[src/sv/ltsd_pkg.sv]
// Shared widths, codes and types of the light tracker stepper drive
`default_nettype none

package ltsd_pkg;

	// Field widths
	localparam int SAMPLE_BITS    = 12;
	localparam int THRESH_BITS    = 12;
	localparam int DELAY_BITS     = 16;
	localparam int SEQ_BITS       = 8;
	localparam int COIL_BITS      = 4;
	localparam int STEP_BITS      = 2;
	localparam int CFG_DATA_BITS  = 16;
	localparam int CFG_INDEX_BITS = 2;
	localparam int CMP_BITS       = (SAMPLE_BITS > THRESH_BITS) ? SAMPLE_BITS : THRESH_BITS;

	// Register indexes
	localparam logic [CFG_INDEX_BITS-1:0] CFG_THRESHOLD = 2'd0;
	localparam logic [CFG_INDEX_BITS-1:0] CFG_STEP_DELAY = 2'd1;
	localparam logic [CFG_INDEX_BITS-1:0] CFG_SEQUENCES = 2'd2;

	// Register reset values
	localparam logic [THRESH_BITS-1:0] THRESH_RESET = 12'd100;
	localparam logic [DELAY_BITS-1:0]  DELAY_RESET  = 16'd2253;
	localparam logic [SEQ_BITS-1:0]    SEQ_RESET    = 8'd25;

	// Request kinds
	localparam logic KIND_TICK    = 1'b0;
	localparam logic KIND_SAMPLES = 1'b1;

	// Directions
	localparam logic DIR_CW  = 1'b0;
	localparam logic DIR_ACW = 1'b1;

	typedef struct packed {
		logic [THRESH_BITS-1:0] light_threshold;
		logic [DELAY_BITS-1:0]  step_delay;
		logic [SEQ_BITS-1:0]    sequences_per_move;
	} cfg_t;

	// Per-axis move decision from one sample set
	typedef struct packed {
		logic move_first;
		logic dir_first;
		logic move_second;
		logic dir_second;
	} judge_t;

	typedef struct packed {
		logic [COIL_BITS-1:0] coil_first;
		logic [COIL_BITS-1:0] coil_second;
		logic                 busy;
		logic                 taken;
	} result_t;

	// Wave drive: one coil on per step
	function automatic logic [COIL_BITS-1:0] coil_pattern(input logic [STEP_BITS-1:0] idx);
		return COIL_BITS'(1) << idx;
	endfunction

endpackage

`default_nettype wire

[src/sv/ltsd_judge.sv]
// Compares the reference sample with both axis samples against the threshold
`default_nettype none

module ltsd_judge (
	input  wire logic [ltsd_pkg::SAMPLE_BITS-1:0] light_ref,
	input  wire logic [ltsd_pkg::SAMPLE_BITS-1:0] light_first,
	input  wire logic [ltsd_pkg::SAMPLE_BITS-1:0] light_second,
	input  wire logic [ltsd_pkg::THRESH_BITS-1:0] threshold,
	output ltsd_pkg::judge_t                      judge
);

	// {move, direction} for one sensor pair
	function automatic logic [1:0] judge_pair(
		input logic [ltsd_pkg::SAMPLE_BITS-1:0] ref_v,
		input logic [ltsd_pkg::SAMPLE_BITS-1:0] oth_v,
		input logic [ltsd_pkg::THRESH_BITS-1:0] thr_v
	);
		logic [ltsd_pkg::CMP_BITS-1:0] diff_down;
		logic [ltsd_pkg::CMP_BITS-1:0] diff_up;
		logic [ltsd_pkg::CMP_BITS-1:0] thr_x;
		diff_down = ltsd_pkg::CMP_BITS'(ref_v) - ltsd_pkg::CMP_BITS'(oth_v);
		diff_up   = ltsd_pkg::CMP_BITS'(oth_v) - ltsd_pkg::CMP_BITS'(ref_v);
		thr_x     = ltsd_pkg::CMP_BITS'(thr_v);
		if (ref_v > oth_v && diff_down > thr_x) begin
			return {1'b1, ltsd_pkg::DIR_CW};
		end else if (oth_v > ref_v && diff_up > thr_x) begin
			return {1'b1, ltsd_pkg::DIR_ACW};
		end
		return 2'b00;
	endfunction

	assign {judge.move_first, judge.dir_first}   = judge_pair(light_ref, light_first, threshold);
	assign {judge.move_second, judge.dir_second} = judge_pair(light_ref, light_second, threshold);

endmodule

`default_nettype wire

[src/sv/ltsd_motion.sv]
// Move sequencer: phase, step and delay counters, coil patterns
`default_nettype none

module ltsd_motion (
	input  wire logic             clk,
	input  wire logic             arst_n,
	input  wire logic             fire,
	input  wire logic             kind,
	input  wire ltsd_pkg::judge_t judge,
	input  wire ltsd_pkg::cfg_t   cfg,
	output ltsd_pkg::result_t     res
);

	typedef enum logic [1:0] {
		PH_IDLE,
		PH_FIRST,
		PH_SECOND
	} phase_t;

	localparam logic [ltsd_pkg::STEP_BITS-1:0] IDX_LOW  = '0;
	localparam logic [ltsd_pkg::STEP_BITS-1:0] IDX_HIGH = '1;

	phase_t                              phase_q, phase_d;
	logic                                pending_q, pending_d;
	logic                                second_dir_q, second_dir_d;
	logic                                dir_q, dir_d;
	logic [ltsd_pkg::STEP_BITS-1:0]      idx_q, idx_d;
	logic [ltsd_pkg::SEQ_BITS-1:0]       seq_q, seq_d;
	logic [ltsd_pkg::DELAY_BITS-1:0]     delay_q, delay_d;
	logic [ltsd_pkg::COIL_BITS-1:0]      pat_first_q, pat_first_d;
	logic [ltsd_pkg::COIL_BITS-1:0]      pat_second_q, pat_second_d;
	logic                                taken_d;
	logic [ltsd_pkg::DELAY_BITS-1:0]     reload;
	logic [ltsd_pkg::SEQ_BITS-1:0]       seq_dec;
	logic                                run_done;
	logic                                spm_nz;

	// Next state for one request
	always_comb begin
		phase_d      = phase_q;
		pending_d    = pending_q;
		second_dir_d = second_dir_q;
		dir_d        = dir_q;
		idx_d        = idx_q;
		seq_d        = seq_q;
		delay_d      = delay_q;
		pat_first_d  = pat_first_q;
		pat_second_d = pat_second_q;
		taken_d      = 1'b0;
		// zero delay holds for one tick
		reload   = (cfg.step_delay == '0) ? ltsd_pkg::DELAY_BITS'(1) : cfg.step_delay;
		seq_dec  = seq_q - ltsd_pkg::SEQ_BITS'(1);
		run_done = dir_q ? (idx_q == IDX_HIGH) : (idx_q == IDX_LOW);
		spm_nz   = cfg.sequences_per_move != '0;

		if (kind == ltsd_pkg::KIND_TICK) begin
			unique case (phase_q)
				PH_IDLE: begin
				end
				PH_FIRST, PH_SECOND: begin
					if (delay_q > ltsd_pkg::DELAY_BITS'(1)) begin
						delay_d = delay_q - ltsd_pkg::DELAY_BITS'(1);
					end else if (run_done && seq_dec == '0) begin
						// move done: chain into the pending second axis if any
						seq_d     = seq_dec;
						delay_d   = '0;
						pending_d = 1'b0;
						if (phase_q == PH_FIRST && pending_q && spm_nz) begin
							phase_d      = PH_SECOND;
							dir_d        = second_dir_q;
							idx_d        = second_dir_q ? IDX_LOW : IDX_HIGH;
							seq_d        = cfg.sequences_per_move;
							delay_d      = reload;
							pat_second_d = ltsd_pkg::coil_pattern(idx_d);
						end else begin
							phase_d = PH_IDLE;
						end
					end else begin
						// advance one step
						if (run_done) begin
							seq_d = seq_dec;
						end
						idx_d   = dir_q ? (idx_q + ltsd_pkg::STEP_BITS'(1))
						                : (idx_q - ltsd_pkg::STEP_BITS'(1));
						delay_d = reload;
						if (phase_q == PH_FIRST) begin
							pat_first_d = ltsd_pkg::coil_pattern(idx_d);
						end else begin
							pat_second_d = ltsd_pkg::coil_pattern(idx_d);
						end
					end
				end
				default: begin
				end
			endcase
		end else if (phase_q == PH_IDLE) begin
			// sample set taken only while idle
			taken_d   = 1'b1;
			pending_d = 1'b0;
			if (judge.move_first && spm_nz) begin
				phase_d      = PH_FIRST;
				dir_d        = judge.dir_first;
				idx_d        = judge.dir_first ? IDX_LOW : IDX_HIGH;
				seq_d        = cfg.sequences_per_move;
				delay_d      = reload;
				pat_first_d  = ltsd_pkg::coil_pattern(idx_d);
				pending_d    = judge.move_second;
				second_dir_d = judge.dir_second;
			end else if (judge.move_second && spm_nz) begin
				phase_d      = PH_SECOND;
				dir_d        = judge.dir_second;
				idx_d        = judge.dir_second ? IDX_LOW : IDX_HIGH;
				seq_d        = cfg.sequences_per_move;
				delay_d      = reload;
				pat_second_d = ltsd_pkg::coil_pattern(idx_d);
			end
		end
	end

	// Result for this request, registered by the caller
	assign res.coil_first  = pat_first_d;
	assign res.coil_second = pat_second_d;
	assign res.busy        = (phase_d != PH_IDLE);
	assign res.taken       = taken_d;

	// State
	always_ff @(posedge clk or negedge arst_n) begin
		if (!arst_n) begin
			phase_q      <= PH_IDLE;
			pending_q    <= 1'b0;
			second_dir_q <= 1'b0;
			dir_q        <= 1'b0;
			idx_q        <= '0;
			seq_q        <= '0;
			delay_q      <= '0;
			pat_first_q  <= '0;
			pat_second_q <= '0;
		end else if (fire) begin
			phase_q      <= phase_d;
			pending_q    <= pending_d;
			second_dir_q <= second_dir_d;
			dir_q        <= dir_d;
			idx_q        <= idx_d;
			seq_q        <= seq_d;
			delay_q      <= delay_d;
			pat_first_q  <= pat_first_d;
			pat_second_q <= pat_second_d;
		end
	end

endmodule

`default_nettype wire

[src/sv/light_tracker_stepper_drive.sv]
// Pipeline: two register stages (input, result); a request passes the input register, then the result register.
// Throughput: one request per cycle while results are taken; the sequencer state updates once per request.
// While a result waits to be taken, the input register holds its request and accepts a new one only when empty.
// Reset (arst_n low): motors idle, sequencer coil patterns off, configuration registers at their defaults.
// Top level of the two-axis light tracker wave-drive stepper controller
`default_nettype none

module light_tracker_stepper_drive (
	input  wire logic                                 clk,
	input  wire logic                                 arst_n,
	// configuration
	input  wire logic                                 cfg_we,
	input  wire logic [ltsd_pkg::CFG_INDEX_BITS-1:0]  cfg_index,
	input  wire logic [ltsd_pkg::CFG_DATA_BITS-1:0]   cfg_data,
	// request channel
	input  wire logic                                 in_valid,
	output logic                                      in_ready,
	input  wire logic                                 kind,
	input  wire logic [ltsd_pkg::SAMPLE_BITS-1:0]     light_ref,
	input  wire logic [ltsd_pkg::SAMPLE_BITS-1:0]     light_first,
	input  wire logic [ltsd_pkg::SAMPLE_BITS-1:0]     light_second,
	// result channel
	output logic                                      out_valid,
	input  wire logic                                 out_ready,
	output logic [ltsd_pkg::COIL_BITS-1:0]            coil_first,
	output logic [ltsd_pkg::COIL_BITS-1:0]            coil_second,
	output logic                                      busy_res,
	output logic                                      sample_taken
);

	ltsd_pkg::cfg_t    cfg_q;
	ltsd_pkg::judge_t  judge_c;
	ltsd_pkg::judge_t  judge_s1;
	logic              kind_s1;
	logic              valid_s1;
	ltsd_pkg::result_t res_c;
	ltsd_pkg::result_t result_q;
	logic              out_valid_q;
	logic              advance;

	// Configuration registers
	always_ff @(posedge clk or negedge arst_n) begin
		if (!arst_n) begin
			cfg_q.light_threshold    <= ltsd_pkg::THRESH_RESET;
			cfg_q.step_delay         <= ltsd_pkg::DELAY_RESET;
			cfg_q.sequences_per_move <= ltsd_pkg::SEQ_RESET;
		end else if (cfg_we) begin
			unique case (cfg_index)
				ltsd_pkg::CFG_THRESHOLD:
					cfg_q.light_threshold <= cfg_data[ltsd_pkg::THRESH_BITS-1:0];
				ltsd_pkg::CFG_STEP_DELAY:
					cfg_q.step_delay <= cfg_data[ltsd_pkg::DELAY_BITS-1:0];
				ltsd_pkg::CFG_SEQUENCES:
					cfg_q.sequences_per_move <= cfg_data[ltsd_pkg::SEQ_BITS-1:0];
				default: begin
				end
			endcase
		end
	end

	// Flow control
	assign advance  = !out_valid_q || out_ready;
	assign in_ready = !valid_s1 || advance;

	// Sample comparison ahead of the input register
	ltsd_judge u_judge (
		.light_ref    (light_ref),
		.light_first  (light_first),
		.light_second (light_second),
		.threshold    (cfg_q.light_threshold),
		.judge        (judge_c)
	);

	// Input stage
	always_ff @(posedge clk or negedge arst_n) begin
		if (!arst_n) begin
			valid_s1 <= 1'b0;
		end else if (in_ready) begin
			valid_s1 <= in_valid;
		end
	end

	always_ff @(posedge clk) begin
		if (in_valid && in_ready) begin
			kind_s1  <= kind;
			judge_s1 <= judge_c;
		end
	end

	// Sequencer, updated when the stage-one request moves on
	ltsd_motion u_motion (
		.clk    (clk),
		.arst_n (arst_n),
		.fire   (valid_s1 && advance),
		.kind   (kind_s1),
		.judge  (judge_s1),
		.cfg    (cfg_q),
		.res    (res_c)
	);

	// Result register
	always_ff @(posedge clk or negedge arst_n) begin
		if (!arst_n) begin
			out_valid_q <= 1'b0;
		end else if (advance) begin
			out_valid_q <= valid_s1;
		end
	end

	always_ff @(posedge clk) begin
		if (valid_s1 && advance) begin
			result_q <= res_c;
		end
	end

	assign out_valid    = out_valid_q;
	assign coil_first   = result_q.coil_first;
	assign coil_second  = result_q.coil_second;
	assign busy_res     = result_q.busy;
	assign sample_taken = result_q.taken;

endmodule

`default_nettype wire

[config.mk]
export PLATFORM = sky130hd
export DESIGN_NAME = light_tracker_stepper_drive
export DESIGN_NICKNAME = d
export VERILOG_FILES = /design/src/sv/ltsd_pkg.sv /design/src/sv/ltsd_judge.sv /design/src/sv/ltsd_motion.sv /design/src/sv/light_tracker_stepper_drive.sv
export SDC_FILE = /design/constraint.sdc
export NUM_CORES = 1
export LEC_CHECK = 0
export BUFFER_PORTS_ARGS = -buffer_cell sky130_fd_sc_hd__buf_2
export CAP_MARGIN = 20
export CORE_MARGIN = 2
export CORE_UTILIZATION = 51
export CTS_CLUSTER_SIZE = 40
export DETAILED_ROUTE_END_ITERATION = 12
export MAX_ROUTING_LAYER = met4
export PLACE_DENSITY_LB_ADDON = 0.2
export SYNTH_ARGS = -nofsm -noshare
export SYNTH_HDL_FRONTEND = slang
export SYNTH_SLANG_ARGS = --single-unit
[constraint.sdc]
create_clock -name clk -period 4.7 [get_ports clk]
set_clock_uncertainty 0.15 [all_clocks]
set_input_delay 0.235 -clock clk [delete_from_list [all_inputs] [get_ports clk]]
set_output_delay 0.235 -clock clk [all_outputs]
set_load 0.005 [all_outputs]
Word level (Yosys, flattened, before mapping)
Cells that the tools add are included.
{ "word_totals": {"word_cells": 171, "in_bits": 60, "register_bits": 92, "output_inout_bits": 12} }
{ "classes": {"mux": 78, "n_addsub": 8, "n_eq_ne": 9, "bitwise": 2, "magnitude_cmp": 9, "reduce_logical": 38, "n_shift": 4} }
{ "op_table": {"columns": ["cell", "count"], "rows": [
  ["two-way mux 16 bit", 9],
  ["greater-than comparator 12 bit", 8],
  ["two-way mux 8 bit", 9],
  ["two-way mux 4 bit", 16],
  ["two-way mux 2 bit", 24],
  ["subtractor 12 bit", 4],
  ["two-way mux 1 bit", 20],
  ["greater-than comparator 16 x 1 -> 1 bit, second input constant", 1],
  ["logical NOT 16 bit", 1],
  ["<< shifter 1 x 2 -> 4 bit, first input constant", 4],
  ["subtractor 16 x 1 -> 16 bit, second input constant", 1],
  ["AND reduction 6 bit", 2],
  ["logical AND 1 bit", 11],
  ["logical NOT 8 bit", 1],
  ["AND reduction 4 bit", 2],
  ["nonzero test 2 bit", 4],
  ["nonzero test 8 bit", 1],
  ["subtractor 8 x 1 -> 8 bit, second input constant", 1],
  ["AND reduction 7 bit", 1],
  ["== test 2 bit, second input constant", 3],
  ["logical NOT 2 bit", 3],
  ["AND reduction 2 bit", 3],
  ["OR reduction 2 bit", 3],
  ["AND reduction 5 bit", 1],
  ["11 further kinds", 15]
]} }

Longest topological paths before layout
Gate-level depths: netlist of the first run.
{ "logic_depth": {"word_depth": 9, "ltp_mapped": 17} }

By module
From an unflattened synthesis of the first run, not the netlist that was laid out.
{ "unflattened": {"hier_cells": 968, "area_unflattened_um2": 8619.5} }
{ "modules_own_cells": {"columns": ["mod", "n_inst", "area_per_inst_um2", "cells_each"], "rows": [
  ["ltsd_judge", 1, 3454.6, 473],
  ["ltsd_motion", 1, 3231.8, 395],
  ["light_tracker_stepper_drive", 1, 1933.1, 100]
]} }

Worst setup path before layout of the first run
OpenSTA, ideal clock, no wires.
{ "synth_path": {"path_kind": "input to register", "start": "input port light_ref[0] (netlist bit)", "end": "register judge_s1[1] (netlist bit) (data pin)", "setup_time_ns": 0.188, "path_slack_ns": 1.356, "arrival_ns": 3.006, "path_buffers": 0, "path_stages": 15, "cell_sequence": "inv_1 ha_1 inv_1 fa_1 a21o_1 a21oi_1 nor2b_1 or3_1 a311o_1 xor2_1 ha_1 nand4_1 a21oi_1 a211oi_1 o41ai_1"} }
{ "synth_via": {"elab_chain_cells": 5, "elab_cells_between_ends": 11, "classes_between": "2 x add/sub; 4 x order compare; 3 x mux; 2 x reduce/logical"} }
{ "synth_lines": {"columns": ["element", "line_no", "rtl"], "rows": [
  ["start, declared", "light_tracker_stepper_drive.sv:19", "input wire logic [ltsd_pkg::SAMPLE_BITS-1:0] light_ref,"],
  ["subtractor 12 bit", "ltsd_judge.sv:22", "diff_up = ltsd_pkg::CMP_BITS'(oth_v) - ltsd_pkg::CMP_BITS'(ref_v);"],
  ["greater-than comparator 12 bit", "ltsd_judge.sv:26", "end else if (oth_v > ref_v && diff_up > thr_x) begin"],
  ["logical AND 1 bit", "ltsd_judge.sv:26", null],
  ["two-way mux 1 bit", "ltsd_judge.sv:26", null],
  ["two-way mux 1 bit", "ltsd_judge.sv:24", "if (ref_v > oth_v && diff_down > thr_x) begin"],
  ["end signal, assigned", "light_tracker_stepper_drive.sv:86", "judge_s1 <= judge_c;"],
  ["end, declared", "light_tracker_stepper_drive.sv:33", "ltsd_pkg::judge_t judge_s1;"]
]} }
Several ways; a longest one is shown, not always the timed one.
A chain may end at the register's enable or synchronous reset.

Worst setup path in the final report of the first run
{ "layout_path": {"start": "input port light_ref[1] (netlist bit)", "end": "register judge_s1[1] (netlist bit) (data pin)"} }
Same word-level chain as after synthesis.

==> flow_metrics.tcl, run 1 <==
set metrics [dict create \
    status "complete, no violations" \
    start_kind "input port" \
    p_sw_frac 0.404 \
    path_cells "buf_2 -> inv_1 -> ha_1 -> a21o_1 -> a21o_1 -> a221oi_1 -> o41ai_1 -> a21oi_1 -> xnor2_1 -> ha_1 -> a21o_1 -> a21o_1 -> a21oi_1 -> o211ai_1 -> o311ai_0 -> o41ai_1" \
    ios 72 \
    dpl.hpwl_um 16000 \
    pwr-share-comb 0.447 \
    worstReg2RegStart "u_motion.seq_q[0]" \
    initial_core_util 0.526 \
    finalPower_mw 3.55 \
    critical_path.most_common_cell "a21o_1" \
    cp.depth 16 \
    nets 1131 \
    ys.flop_type "dfrtp_1" \
    netlist_area_um2 8060 \
    drc_errors 0 \
    met2_usage 0.449 \
    antenna_found_initial 0 \
    antenna_left 0 \
    crit_buf_inv 2 \
    grt_max_degree 78 \
    p_sw_mw 1.43 \
    synthSimpleGateAreaFrac 0.157 \
    arrival_ns 3.42 \
    synth_xor_area_frac 0.0456 \
    vias 6869 \
    ys_types 74 \
    vias_per_cell 5.83 \
    crit_path_top_delay_cell "a221oi_1" \
    synth_top_family_by_area "compound AO/OA/AOI/OAI gates" \
    synth_cells 900 \
    busiest_layer "met2" \
    pwr-share-seq 0.366 \
    clkPwrFrac 0.187 \
    rsz0062_at_grt "no" \
    num_antenna_cells 0 \
    async_flop_share 0.837 \
    min_period_ns 3.51 \
    final_cells 1179 \
    min_path_type "input port to flip-flop" \
    clkLatencyLatePin_ns 0.35 \
    stdcell_area_um2 8970 \
    dp.cells 1150 \
    grt_use_met3 0.0193 \
    post-cts-setup-buffer-count 0 \
    setup_tns_ns 0 \
    place.port_buffers 71 \
    timing.slew.headroom 0.334 \
    worst_hold_slack_ns 0.00472 \
    timing.fmax_ghz 0.285 \
    rows 45 \
    clk_pin_slew_ns 0.06 \
    cts.sinks 92 \
    ys_warn_count 0 \
    avgSynthCellArea_um2 8.96 \
    die_h_um 130 \
    required_ns 4.62 \
    ys_seq_area_frac 0.297 \
    startpoint "light_ref[1]" \
    grt_pass1_wl_um 33300 \
    wirelength_um 20500 \
    finalSetupViolCount 0 \
    place_area_um2 8570 \
    critPathKind "input port to flip-flop" \
    ir_worst_vdd_mv 0.180 \
    routabilityCongestion 0.976 \
    cp-endpoint "judge_s1[1]" \
    fp.coreArea_um2 15300 \
    critPathMaxFanout 5 \
    cts_buffer_depth 2 \
    grt_pass1_vias 6670 \
    cpPeakStageDelay_ns 0.47 \
    ctsRootBufferMaster "clkbuf_16" \
    grt_use_met1 0.320 \
    synth-edff-count 15 \
    synth_fa_ha_area_frac 0.171 \
    ys_ff_latch 92 \
    synth_compound_gate_area_share 0.223 \
    reg2reg_to "u_motion.delay_q[10]" \
    cellLeakagePower_nw 4.12 \
    tightest_slew_ns 0.999 \
    die_w_um 130 \
    finalHoldViolations 0 \
    layout-drive-gt1-share 0.155 \
    overflow 0 \
    timing.final.crit_share 0.746 \
    cap_violations 0 \
    cts_max_level 3 \
    cts_made_buffers 9 \
    synth_mux_area_frac 0.0466 \
    first_iter_violations 422 \
    finalMaxSlewViolations 0 \
    drt-pass1-iter-count 5 \
    wire_per_inst_um 17.3 \
    reg2reg_depth 9 \
    syn_to_final_growth_pct 11.2 \
    die_area_um2 16800 \
    p_int_mw 2.12 \
    reg2reg_slack_ns 1.54 \
    end_kind "flip-flop" \
    synth.net_count 1068 \
    cp_top_family "compound AO/OA/AOI/OAI gates" \
    cts_tree "done" \
    grtUsageTotal 0.257 \
    p_per_area_nw_per_um2 396 \
]
-- how the worst min path moves through the flow --
stage / depth (start not counted) / start / to / slack (ns)
2_1_floorplan: 0 / arst_n / cfg_q[12] / -0.21
4_1_cts: 3 / cfg_data[6] / cfg_q[30] / 0.004
6_report: 3 / cfg_data[6] / cfg_q[30] / 0.005
3_5_place_dp: 1 / kind / kind_s1 / 0.28
5_1_grt: 3 / cfg_data[6] / cfg_q[30] / 0.01
3_3_place_gp: 1 / kind / kind_s1 / 0.27
-- sequential cells by signal (all words and copies together), names as in the netlist, 2 cells and up --
signal,cells
cfg_q,36
u_motion.delay_q,16
u_motion.seq_q,8
coil_first,4
coil_second,4
judge_s1,4
u_motion.pat_first_q,4
u_motion.pat_second_q,4
u_motion.idx_q,2
u_motion.phase_q,2
-- cells in the final DEF (no fill, tap or decap), types with 6 or more instances in the layout --
cell / Yosys / layout
dfrtp_1: 65 / 65
a21oi_1: 50 / 50
ha_1: 104 / 104
a21o_1: 35 / 35
or3_1: 13 / 13
a221oi_1: 9 / 9
xnor2_1: 28 / 28
dfstp_2: 12 / 12
nand3_1: 21 / 21
clkbuf_16: 0 / 9
mux2_2: 28 / 28
nor2_1: 36 / 36
mux2i_1: 6 / 6
o21ai_0: 64 / 64
dlygate4sd3_1: 0 / 12
nand2_1: 54 / 54
o21a_1: 11 / 11
a221o_1: 6 / 6
xor2_1: 14 / 14
a211oi_1: 6 / 6
nor4_1: 12 / 12
o21bai_1: 6 / 6
buf_2: 6 / 70
nand2b_1: 11 / 11
inv_1: 89 / 89
a31oi_1: 6 / 6
nor3_1: 25 / 25
o211ai_1: 9 / 9
nand4_1: 17 / 17
edfxtp_1: 15 / 15
nor2b_1: 16 / 16
-- timing repair --
| item | in CTS | in global routing |
|---|---|---|
| hold buffers | 12 | 0 |
| hold endpoints to repair | 78 | 0 |
| resized for setup | 0 | 0 |
-- synthesized netlist by cell type, drive strengths merged (13+ instances only) --
cell / instances / share of area
nor2b: 16 / 0.012
nand2: 55 / 0.027
edfxtp: 15 / 0.056
clkbuf: 29 / 0.014
xor2: 14 / 0.015
o21ai: 68 / 0.043
xnor2: 28 / 0.030
a21oi: 52 / 0.033
nand4: 17 / 0.013
nand3: 21 / 0.013
inv: 89 / 0.041
dfrtp: 65 / 0.20
a21o: 35 / 0.033
ha: 104 / 0.16
nor3: 27 / 0.019
nor2: 37 / 0.018
mux2: 28 / 0.039
or3: 13 / 0.010
-- cell type report --
class / count / area [um2]
fillers: 1432 / 6350
well taps: 211 / 264
clock inverters: 3 / 22.5
multi-input cells: 683 / 5190
inverters: 89 / 334
clock buffers: 13 / 240
flip-flops and latches: 92 / 2390
repair buffers: 88 / 519
-- logic make-up after synthesis --
kind of cell	after synthesis
flops	92
simple gates	237
fa+ha+maj	108
buf+inv	125
compound gates	262
xor+xnor	42
mux	34
-- tightest hold or removal path, cell delays in order --
cell and delay (ns):
buf_2 0.12, nand2_1 0.05, o21ai_0 0.08
-- power by group through the flow --
stage / combinational [mW] / clock [mW] / sequential, mW
after CTS: 1.58 / 0.673 / 1.29
final: 1.59 / 0.664 / 1.30
after global routing: 1.78 / 0.707 / 1.34
after detailed placement: 1.57 / 0 / 1.30
after global placement: 1.54 / 0 / 1.30
after floorplan: 1.19 / 0 / 1.24
-- metal layers --
layer / vias to the layer above / routed length, um
li1: 3408 / -
met1: 3281 / 9160
met2: 147 / 10300
met3: 33 / 529
met4: 0 / 422
met5: - / 0
-- stage by stage --
| step | util | setup slack (ns) |
|---|---|---|
| 5_1_grt | 0.585 | 0.879 |
| 6_report | 0.585 | 1.19 |
| 2_1_floorplan | - | 1.36 |
| 3_5_place_dp | 0.560 | 0.881 |
| 4_1_cts | 0.585 | 1.21 |
| 3_3_place_gp | 0.560 | 0.926 |
Note: power is estimated with default switching activity, not from simulation.
==> inputs of run 2 (changes only) <==
ABC_AREA = 1   (was not set)
clock period = 3.6 ns   (was 4.7 ns; I/O delays follow)
==> run 2 against run 1 <==
  * Die area increased by 0.36%
  * Register-to-register slack lost 0.62 ns
  * Non-clock buffer count rose by 2
==> flow_metrics.tcl, run 2 <==
set metrics [dict create \
    ys.flop_type "dfrtp_1" \
    cap_violations 0 \
    rows 46 \
    die_h_um 130 \
    overflow 0 \
    tightest_slew_ns 0.989 \
    initial_core_util 0.515 \
    die_area_um2 16900 \
    layout-drive-gt1-share 0.123 \
    vias 7314 \
    nets 1316 \
    critPathKind "input port to flip-flop" \
    dpl.hpwl_um 16400 \
    ys_types 57 \
    drc_errors 0 \
    grt_pass1_wl_um 34100 \
    cts_buffer_depth 2 \
    cts_tree "done" \
    wire_per_inst_um 15.1 \
    path_cells "buf_2 -> inv_1 -> ha_1 -> nand2_1 -> nor3_1 -> nor2_1 -> nor2_1 -> a21boi_1 -> o21ai_0 -> xor2_1 -> inv_1 -> ha_1 -> nand4_1 -> nor2_1 -> a221oi_1 -> o21ai_0" \
    p_per_area_nw_per_um2 525 \
    p_sw_frac 0.422 \
    yosysTopAreaCell "dfrtp_1" \
    clkPwrFrac 0.194 \
    first_iter_violations 471 \
    worstReg2RegStart "cfg_q[3]" \
    grt_max_degree 78 \
    start_kind "input port" \
    cts_max_level 3 \
    top_register "cfg_q" \
    synth.net_count 1247 \
    avgSynthCellArea_um2 7.50 \
    antenna_left 0 \
    post-cts-setup-buffer-count 0 \
    cellLeakagePower_nw 4.60 \
    routabilityCongestion 0.966 \
    min_period_ns 2.96 \
    setup_tns_ns 0 \
    mostFrequentLayoutCell "nand2_1" \
    top_regs "cfg_q: 36 flops, u_motion.delay_q: 16 flops, u_motion.seq_q: 8 flops" \
    cts.sinks 92 \
    ctsRootBufferMaster "clkbuf_16" \
    yosys.area.top_type_share 0.201 \
    ir_worst_vdd_mv 0.238 \
    end_kind "flip-flop" \
    place.port_buffers 71 \
    drt-pass1-iter-count 5 \
    status "complete, no violations" \
    timing.slew.headroom 0.339 \
    min_path_type "input port to flip-flop" \
    critPathMaxFanout 7 \
    arrival_ns 2.90 \
    cp_top_family "compound AO/OA/AOI/OAI gates" \
    ios 72 \
    synth_cells 1079 \
    rsz0062_at_grt "no" \
    timing.final.crit_share 0.823 \
    ys_warn_count 0 \
    largest_reg_flops 36 \
    min_to "cfg_q[1]" \
    pwr-share-seq 0.344 \
    synthTopCellsByArea "dfrtp_1 (20%), ha_1 (16%), nand2_1 (10%)" \
    pwr-share-comb 0.462 \
    grt_pass1_vias 7265 \
    async_flop_share 0.837 \
    p_int_mw 2.75 \
    fillers 1505 \
    clkLatencyLatePin_ns 0.35 \
    required_ns 3.54 \
    synth.most_common_cell "nand2_1" \
    synth-edff-count 15 \
    critical_path.most_common_cell "nor2_1" \
    num_antenna_cells 0 \
    syn_to_final_growth_pct 11.9 \
    reg2reg_to "u_motion.seq_q[3]" \
    ys_ff_latch 92 \
    crit_buf_inv 3 \
    netlist_area_um2 8090 \
    layout_common_cells "nand2_1 (216), inv_1 (145), ha_1 (104), nor2_1 (89), o21ai_0 (81)" \
    wirelength_um 20700 \
    finalHoldViolations 0 \
    crit_path_top_delay_cell "ha_1" \
    p_sw_mw 2.00 \
    fp.coreArea_um2 15700 \
    synth_common_cells "nand2_1 (216), inv_1 (145), ha_1 (104)" \
    reg2reg_depth 12 \
    setup_ws_ns 0.636 \
    pre_cts_ws_ns 0.260 \
    cpPeakStageDelay_ns 0.43 \
    holdPathStages 3 \
    finalMaxSlewViolations 0 \
    vias_per_cell 5.34 \
    clk_pin_slew_ns 0.06 \
    die_w_um 130 \
    antenna_found_initial 0 \
    finalSetupViolCount 0 \
    reg2reg_slack_ns 0.92 \
    grtUsageTotal 0.263 \
    timing.fmax_ghz 0.337 \
    cts_made_buffers 9 \
    worstHoldStart "cfg_data[1]" \
    ys_seq_area_frac 0.296 \
]
run 2: power groups by stage:
| stage | registers [mW] | logic [mW] | clock network, mW |
|---|---|---|---|
| after global placement | 1.64 | 2.12 | 0 |
| after global routing | 1.68 | 2.52 | 0.979 |
| after CTS | 1.63 | 2.18 | 0.935 |
| after detailed placement | 1.64 | 2.15 | 0 |
| after floorplan | 1.58 | 1.64 | 0 |
| final | 1.63 | 2.20 | 0.924 |
run 2: worst max-delay path by stage:
stage                 startpoint           to  slack, ns  depth (start not counted)
finish              light_ref[4]  judge_s1[1]       0.64                         16
global route        light_ref[1]  judge_s1[1]       0.32                         16
CTS                 light_ref[4]  judge_s1[1]       0.62                         16
detailed placement  light_ref[4]  judge_s1[1]       0.26                         16
global placement    light_ref[4]  judge_s1[1]       0.33                         16
floorplan           light_ref[3]  judge_s1[1]       0.74                         16
run 2: repair_timing:
item,4_1_cts,5_1_grt
hold buffers,16,0
hold endpoints to repair,84,0
gates resized for setup,0,0
run 2: cell type report:
class,count,area [um2],area share
clock inverters,5,52.6,0.00580
repair buffers,90,561,0.0619
well taps,216,270,0.0298
clock buffers,11,233,0.0257
multi-input cells,805,4980,0.550
inverters,150,566,0.0624
flip-flops and latches,92,2390,0.264
run 2: cells by family (layout without fill, tap and decap cells):
group           after synthesis  in the layout  share of synthesized area
flops                        92             92                      0.296
fa+ha+maj                   108            108                      0.171
compound gates              230            230                      0.163
simple gates                411            411                      0.219
mux                           5              5                    0.00680
xor+xnor                     51             51                     0.0561
buf+inv                     182            256                     0.0886
run 2: metrics by stage:
| step | cells | hold WS, ns | power [mW] | util | cell area [um2] |
|---|---|---|---|---|---|
| finish | 1369 | 0.000747 | 4.75 | 0.576 | 9060 |
| CTS | 1368 | 0.00130 | 4.75 | 0.575 | 9030 |
| global placement | 1336 | 0.214 | 3.76 | 0.546 | 8580 |
| detailed placement | 1336 | 0.216 | 3.80 | 0.546 | 8580 |
| floorplan | 1079 | -0.266 | 3.22 | - | 8090 |
| global route | 1369 | 0.0342 | 5.17 | 0.576 | 9060 |
run 2: layer usage:
| metal | vias to the layer above | global-route usage | share of wire |
|---|---|---|---|
| li1 | 3707 | - | - |
| met2 | 193 | 0.450 | 0.49 |
| met1 | 3362 | 0.307 | 0.43 |
| met5 | - | - | 0 |
| met3 | 52 | 0.0230 | 0.033 |
| met4 | 0 | 0.140 | 0.044 |
run 2: worst reg2reg max path: cells and delay by family (launching register included):
| family | cells | cell delay (ns) |
|---|---|---|
| and+or+nand+nor | 7 | 0.96 |
| AOI/OAI and AO/OA | 2 | 0.25 |
| buffers and inverters | 3 | 0.67 |
| DFF | 1 | 0.56 |
